$ cat config.mk
export PLATFORM = sky130hd
export DESIGN_NAME = masked_compare_interrupt_timer
export DESIGN_NICKNAME = d
export VERILOG_FILES = /design/src/sv/mcit_pkg.sv /design/src/sv/masked_compare_interrupt_timer.sv
export SDC_FILE = /design/constraint.sdc
export NUM_CORES = 1
export LEC_CHECK = 0
export ABC_AREA = 0
export BUFFER_PORTS_ARGS = -buffer_cell sky130_fd_sc_hd__buf_2
export CORE_ASPECT_RATIO = 0.75
export CORE_UTILIZATION = 55
export DETAILED_ROUTE_END_ITERATION = 8
export GPL_ROUTABILITY_DRIVEN = 0
export HOLD_SLACK_MARGIN = 0.12
export PLACE_DENSITY = 0.8
export REMOVE_ABC_BUFFERS = 1
export SLEW_MARGIN = 15
export SYNTH_ARGS = -nofsm -noshare
export SYNTH_HDL_FRONTEND = slang
export SYNTH_SLANG_ARGS = --single-unit
$ cat constraint.sdc
create_clock -name clk -period 4.05 [get_ports clk]
set_input_delay 0.2025 -clock clk [delete_from_list [all_inputs] [get_ports clk]]
set_output_delay 0.2025 -clock clk [all_outputs]
set_load 0.01 [all_outputs]
$ cat src/sv/mcit_pkg.sv
// Package for the masked-compare interrupt timer.
// Holds payload types, access modes, register offsets and control bit positions.
// No dependencies.
package mcit_pkg;

    typedef logic [1:0]  mode_t;
    typedef logic [7:0]  offset_t;
    typedef logic [31:0] word_t;
    typedef logic [3:0]  ctrl_t;

    // access modes
    localparam mode_t MODE_TICK  = 2'd0;
    localparam mode_t MODE_READ  = 2'd1;
    localparam mode_t MODE_WRITE = 2'd2;

    // register byte offsets
    localparam offset_t OFF_COMPARE = 8'h00;
    localparam offset_t OFF_MASK    = 8'h04;
    localparam offset_t OFF_CONTROL = 8'h08;
    localparam offset_t OFF_COUNTER = 8'h0C;

    // control bit positions
    localparam int CTL_FLAG      = 0;
    localparam int CTL_CLR_MATCH = 1;
    localparam int CTL_DEBUG     = 2;
    localparam int CTL_ENABLE    = 3;

    localparam word_t COMPARE_RESET = 32'hFFFF_FFFF;

endpackage

$ cat src/sv/masked_compare_interrupt_timer.sv
// Masked-compare repetitive interrupt timer: register file, counter and compare.
// Depends on mcit_pkg.
//
//   channel  handshake              payload
//   in       in_valid / in_ready    mode, offset, write_data
//   out      out_valid / out_ready  read_data, irq
//
// One item per cycle sustained while the result side is not stalled. An accepted
// item is held in the input register; the register update and the read mux run in
// the pass into the result register. A stalled result holds the input register
// full, after which in_ready drops. Reset puts the registers at their defaults and
// empties both stages.
module masked_compare_interrupt_timer
(
    input  logic             clk,
    input  logic             rst_n,
    input  logic             in_valid,
    output logic             in_ready,
    input  mcit_pkg::mode_t   mode,
    input  mcit_pkg::offset_t offset,
    input  mcit_pkg::word_t   write_data,
    output logic             out_valid,
    input  logic             out_ready,
    output mcit_pkg::word_t   read_data,
    output logic             irq
);
    import mcit_pkg::*;

    // input stage
    logic    s1_valid_reg;
    mode_t   s1_mode_reg;
    offset_t s1_offset_reg;
    word_t   s1_data_reg;

    // timer registers
    word_t cmp_reg,  cmp_next;
    word_t mask_reg, mask_next;
    ctrl_t ctrl_reg, ctrl_next;
    word_t cnt_reg,  cnt_next;

    // result stage
    logic  out_valid_reg;
    word_t rdata_reg, rdata_next;
    logic  irq_reg;

    logic  adv;
    word_t cnt_inc;
    logic  match;

    assign adv      = s1_valid_reg && (!out_valid_reg || out_ready);
    assign in_ready = !s1_valid_reg || adv;

    assign cnt_inc = cnt_reg + 32'd1;
    assign match   = ((cnt_inc ^ cmp_reg) & ~mask_reg) == '0;

    always_comb
    begin
        cmp_next   = cmp_reg;
        mask_next  = mask_reg;
        ctrl_next  = ctrl_reg;
        cnt_next   = cnt_reg;
        rdata_next = '0;
        case (s1_mode_reg)
            MODE_TICK:
            begin
                if (ctrl_reg[CTL_ENABLE])
                begin
                    cnt_next = cnt_inc;
                    if (match)
                    begin
                        ctrl_next[CTL_FLAG] = 1'b1;
                        if (ctrl_reg[CTL_CLR_MATCH])
                        begin
                            cnt_next = '0;
                        end
                    end
                end
            end
            MODE_READ:
            begin
                case (s1_offset_reg)
                    OFF_COMPARE: rdata_next = cmp_reg;
                    OFF_MASK:    rdata_next = mask_reg;
                    OFF_CONTROL: rdata_next = {28'd0, ctrl_reg};
                    OFF_COUNTER: rdata_next = cnt_reg;
                    default:     rdata_next = '0;
                endcase
            end
            MODE_WRITE:
            begin
                case (s1_offset_reg)
                    OFF_COMPARE: cmp_next  = s1_data_reg;
                    OFF_MASK:    mask_next = s1_data_reg;
                    OFF_CONTROL:
                    begin
                        // writing a one clears the flag; a zero leaves it
                        ctrl_next[CTL_FLAG]      = ctrl_reg[CTL_FLAG] && !s1_data_reg[CTL_FLAG];
                        ctrl_next[CTL_CLR_MATCH] = s1_data_reg[CTL_CLR_MATCH];
                        ctrl_next[CTL_DEBUG]     = s1_data_reg[CTL_DEBUG];
                        ctrl_next[CTL_ENABLE]    = s1_data_reg[CTL_ENABLE];
                    end
                    OFF_COUNTER: cnt_next  = s1_data_reg;
                    default:     ;
                endcase
            end
            default: ;
        endcase
    end

    always_ff @(posedge clk or negedge rst_n)
    begin
        if (!rst_n)
        begin
            s1_valid_reg  <= 1'b0;
            out_valid_reg <= 1'b0;
            irq_reg       <= 1'b0;
            cmp_reg       <= COMPARE_RESET;
            mask_reg      <= '0;
            ctrl_reg      <= '0;
            cnt_reg       <= '0;
        end
        else
        begin
            if (in_ready)
            begin
                s1_valid_reg <= in_valid;
            end
            if (adv)
            begin
                out_valid_reg <= 1'b1;
                irq_reg       <= ctrl_next[CTL_FLAG];
                cmp_reg       <= cmp_next;
                mask_reg      <= mask_next;
                ctrl_reg      <= ctrl_next;
                cnt_reg       <= cnt_next;
            end
            else if (out_ready)
            begin
                out_valid_reg <= 1'b0;
            end
        end
    end

    always_ff @(posedge clk)
    begin
        if (in_valid && in_ready)
        begin
            s1_mode_reg   <= mode;
            s1_offset_reg <= offset;
            s1_data_reg   <= write_data;
        end
        if (adv)
        begin
            rdata_reg <= rdata_next;
        end
    end

    assign out_valid = out_valid_reg;
    assign read_data = rdata_reg;
    assign irq       = irq_reg;

    // an empty result register never blocks the input side
    a_ready_when_empty: assert property (@(posedge clk) disable iff (!rst_n)
        !out_valid_reg |-> in_ready)
        else $error("in_ready low with empty result register");

    // ticks never return read data
    a_tick_zero: assert property (@(posedge clk) disable iff (!rst_n)
        adv && s1_mode_reg == MODE_TICK |=> read_data == '0)
        else $error("tick item returned nonzero read_data");

    // clear-on-match zeroes the counter
    a_clr_on_match: assert property (@(posedge clk) disable iff (!rst_n)
        adv && s1_mode_reg == MODE_TICK && ctrl_reg[CTL_ENABLE] && match
            && ctrl_reg[CTL_CLR_MATCH] |=> cnt_reg == '0 && irq_reg)
        else $error("match with clear-on-match did not clear counter or raise irq");

    // a control write with bit 0 set drops the interrupt
    a_flag_clear: assert property (@(posedge clk) disable iff (!rst_n)
        adv && s1_mode_reg == MODE_WRITE && s1_offset_reg == OFF_CONTROL
            && s1_data_reg[CTL_FLAG] |=> !ctrl_reg[CTL_FLAG] && !irq_reg)
        else $error("control write failed to clear interrupt flag");

endmodule

# Yosys cells after proc, flatten, opt, wreduce, memory -nomap -nowiden
# Index checks and enable logic that the tools add are counted.
# Widths: inputs -> output; s select.
[word_totals]
output_inout_bits = 35
in_bits = 46
elab_cells = 54
reg_bits = 176
[classes]
n_mux = 12
eq_ne = 9
n_reduce_logical = 18
addsub = 1
bitwise_logic = 3
[op_table]
columns = ["cell", "n"]
rows = [
  ["$mux 32", 4],
  ["$pmux 32 s4", 1],
  ["$pmux 32 s2", 1],
  ["$add 32x1->32 const B", 1],
  ["$and 32x32->32", 1],
  ["$logic_not 32->1", 1],
  ["$not 32->32", 1],
  ["$xor 32x32->32", 1],
  ["$eq 8x4->1 const B", 2],
  ["$reduce_and 3->1", 3],
  ["$eq 8x3->1 const B", 1],
  ["$logic_not 8->1", 1],
  ["$mux 1", 5],
  ["$reduce_and 5->1", 1],
  ["$ne 2x1->1 const B", 2],
  ["$ne 2x2->1 const B", 2],
  ["$reduce_and 4->1", 1],
  ["$reduce_bool 2->1", 2],
  ["$logic_and 1x1->1", 3],
  ["$logic_not 1->1", 3],
  ["$eq 2x1->1 const B", 1],
  ["$eq 2x2->1 const B", 1],
  ["$logic_not 2->1", 1],
  ["$logic_or 1x1->1", 2],
  ["$pmux 1 s2", 1],
]

# Longest topological paths before layout
[logic_depth]
word_depth = 7
depth_mapped = 11
depth_no_buf = 9

# Least setup slack after synthesis
# Ideal clock, no wire load.
[synth_path]
path_kind = "flip-flop to flip-flop"
start = "register cnt_reg[0]"
end = "register cnt_reg[24]"
period_less_slack_ps = 2843
required_time_ps = 3915
setup_slack_ps = 1207
n_path_buf = 1
path_stages_with_launch = 11
setup_ps = 135
t_arrival_ps = 2708
path_cell_list = "dfrtp_1 ha_1 nand3_2 or3_1 or4_4 mux2i_1 o2111a_1 nand4_2 buf_2 o22ai_1 o211ai_1"
[synth_between]
elab_chain_len = 7
word_cells_on_any_way = 8
classes_between = "add/sub (1); mux (4); bitwise (2); reduce/logical (1)"
[synth_rtl]
columns = ["element", "line", "rtl"]
rows = [
  ["from (decl)", "masked_compare_interrupt_timer.sv:39", "word_t cnt_reg, cnt_next;"],
  ["from (signal assigned)", "masked_compare_interrupt_timer.sv:135", "cnt_reg <= cnt_next;"],
  ["$add 32x1->32 (*)", "masked_compare_interrupt_timer.sv:53", "assign cnt_inc = cnt_reg + 32'd1;"],
  ["$xor 32x32->32", "masked_compare_interrupt_timer.sv:54", "assign match = ((cnt_inc ^ cmp_reg) & ~mask_reg) == '0;"],
  ["$and 32x32->32", "masked_compare_interrupt_timer.sv:54", ""],
  ["$logic_not 32->1", "masked_compare_interrupt_timer.sv:54", ""],
  ["$mux 32 (*)", "masked_compare_interrupt_timer.sv:69", "if (match)"],
  ["$mux 32 (*)", "masked_compare_interrupt_timer.sv:66", "if (ctrl_reg[CTL_ENABLE])"],
  ["$pmux 32 s2 (*)", "masked_compare_interrupt_timer.sv:63", "case (s1_mode_reg)"],
]
# Mark *: on every way between the ends. The rest lies on a longest branch, timed or not. The select of a mux whose other input is x is not followed.
# A chain may end at the register's enable or synchronous reset.

# Worst setup path after layout
# Ends and elaborated chain as after synthesis.

==> impl_results.md <==
* Reg2reg path depth at 10
* Grt total ovfl at 0
* Vias at 7,382
* Mapped Cells at 838
* Vias per std cell at 6.386
* Detail Placement HPWL at 14.07 mm
* Yosys warnings at 0
* Met2 Track Usage GR at 45.22%
* # diodes at 0
* Fin nets at 980
* Root buf cell: clkbuf_16
* Non-filler instance count after layout at 1,156
* Peak Freq at 301.1 MHz
* Clk_skew at 0.01322 ns
* Worst rel slew slack at 16.31%
* I/O Buffers at 80
* GR peak layer: met2
* Largest net degree at the start of global routing at 81
* Initial Utilization at 56.97%
* Post-synth EDFFs at 74
* Commonest non-fill, non-tap cell in the layout: buf_2
* DP Area at 9822 um^2
* Die footprint at 17,380 um^2
* Yosys cell types at 59
* DR iter-0 viols at 772
* Critical path required time at 4.36 ns
* Hold buffer count at CTS at 46
* Ys flop type: edfxtp_1
* Peak supply drop at 276.6 uV
* Placeable core area at 16,270 um^2
* Max-cap viol count at 0
* Switch Pwr at 0.9329 mW
* Crit path DAT at 3.63 ns
* Final wirelength at 23.69 mm
* Flop pwr share at 50.2%
* Fin. Hold Viols at 0
* Slew Viols, Final at 0
* Fillers at 1,182
* Vias in the first global route at 7,126
* Max FO, Critical Path at 20
* Worst R2R End: cnt_reg[24]
* Post-CTS setup buffer count at 0
* Post-layout instance area at 10,890 um^2
* First-pass GRT wire length at 38.31 mm
* Worst Hold Class: in2async
* Layout cells sized above 1 at 27.27%
* Crit start category: flop
* Drt drc at 5
* Final setup fails at 0
* Cell Rows at 40
* Wirelength per Cell at 20.50 um
* Failing checks: design-rule violations
* Unrepaired setup endpoints after global routing: no
* P&R area growth vs syn at 17.54%
* Area of the mapped netlist at 9266 um^2
* Placed cells at 1,077
* Switching portion of total power at 23.67%
* Post-route ant nets at 0
* Leak at 4.551 nW
* Clock Tree Buf Depth at 2
* Die Ht at 114.4 um
* Int Pwr at 3.008 mW
* Post-cts sizing count at 0
* FF-to-FF setup slack at 0.73 ns
* CTS Buf Count at 17
* Synth Register Bits at 176
* Pre-antenna DRT Iters at 7
* Status: finished with violations
* Syn Area/Cell at 11.06 um^2
* Worst Tran Pin Value at 1.254 ns
* IO Pins at 81
* GR Util met1 at 39.92%
* Most frequent cells in the layout: buf_2, nand3_1, edfxtp_1, mux2_2, dfrtp_1
* GR Util All Layers at 28.53%
* Period utilization at 82.01%
* CTS tree: yes
* R2R Path Start: cnt_reg[0]
* Hold Slack at 0.2013 ns
* Final Critical Period at 3.322 ns
* Initial antenna violation count at 0
* Die width at 151.9 um
* H-tree depth reported by CTS at 4
* Clk pwr share at 42.0%
* Total power at 3.941 mW
* GR Util met3 at 5.450%
* Logic pwr share at 7.8%
* Setup_tns at 0 ns
* Crit path kind: reg2reg
* Crit. End Element: flop
* Num Clock Sinks at 176
* PwrDens at 361.8 nW/um^2
* Async SR Flop Fraction at 57.95%
* Reg clk slew, reported paths at 0.07 ns
* Register area share after synthesis at 51.96%
* Clk_lat worst skew at 0.44 ns
worst max-delay path, cell delays in order (launching register included):
cell,delay [ns]
dfrtp_1,0.48
ha_1,0.31
nand3_2,0.23
or3_1,0.49
or4_4,0.54
mux2i_1,0.21
o2111a_1,0.26
nand4_2,0.11
buf_4,0.24
o22ai_1,0.20
o211ai_1,0.11
per-layer routing:
metal  part of all wire (%)  vias to the layer above
li1                       -                     3329
met1                     45                     3670
met2                     46                      342
met3                    7.0                       41
met4                    1.9                        0
met5                      0                        -
power by group through the flow:
stage               logic [mW]  registers (mW)  clock network, mW
floorplan                0.133            2.02                  0
global placement         0.263            2.01                  0
detailed placement       0.266            2.01                  0
CTS                      0.302            1.98               1.67
global route             0.335            1.99               1.73
finish                   0.308            1.98               1.65
kinds of logic after synthesis:
| logic type | synth area share [%] |
|---|---|
| AND/OR/NAND/NOR | 19.57 |
| multiplexers | 13.26 |
| XOR/XNOR | 4.442 |
| adder cells (fa/ha/maj) | 0.1350 |
| buffers and inverters | 3.254 |
| flip-flops | 51.96 |
| AO/OA/AOI/OAI | 7.386 |
Yosys cell counts (all sizes together) (3+ instances only):
master	n	area (um^2)
nand3b	4	30.03
dfstp	32	840.8
and3	33	206.5
a22oi	28	210.2
inv	5	18.76
nor2b	10	62.56
mux4	4	90.09
nor4	34	227.7
nand3	82	430.4
nand2b	7	43.79
a31oi	4	25.02
nand2	51	191.4
edfxtp	74	2222
xnor2	40	350.3
a211oi	5	37.54
nor2	60	225.2
clkbuf	47	176.4
nor3	15	80.08
a21oi	5	25.02
or3	5	31.28
mux2	94	1059
mux2i	8	80.08
dfrtp	70	1752
o21ai	3	15.01
o22ai	32	200.2
xor2	7	61.31
and4	3	26.28
or2	4	25.02
buf	23	106.4
o2111a	3	33.78
nand4	18	140.1
o211ai	3	22.52
per-stage QoR:
step	utilization (%)	setup WS [ns]
floorplan	-	-2.677
global placement	60.38	0.9702
detailed placement	60.38	0.8002
CTS	66.79	0.7589
global route	66.96	0.5760
finish	66.96	0.7284
worst max-delay path by stage:
stage	cells after the start	slack, ns	end	start
global placement	10	0.97	cnt_reg[24]	cnt_reg[0]
floorplan	4	-2.68	cmp_reg[0]	s1_mode_reg[0]
CTS	10	0.76	cnt_reg[24]	cnt_reg[0]
finish	10	0.73	cnt_reg[24]	cnt_reg[0]
global route	10	0.58	cnt_reg[27]	cnt_reg[0]
detailed placement	10	0.80	cnt_reg[24]	cnt_reg[0]
area by class of cell:
class / count / area, um^2 / area share, %
flip-flops and latches: 176 / 4815 / 44.20
multi-input cells: 587 / 4180 / 38.38
repair buffers: 146 / 1033 / 9.489
clock buffers: 21 / 450.4 / 4.136
well taps: 210 / 262.8 / 2.412
clock inverters: 11 / 131.4 / 1.206
inverters: 5 / 18.77 / 0.1723
Power figures use the tool's default switching activity.
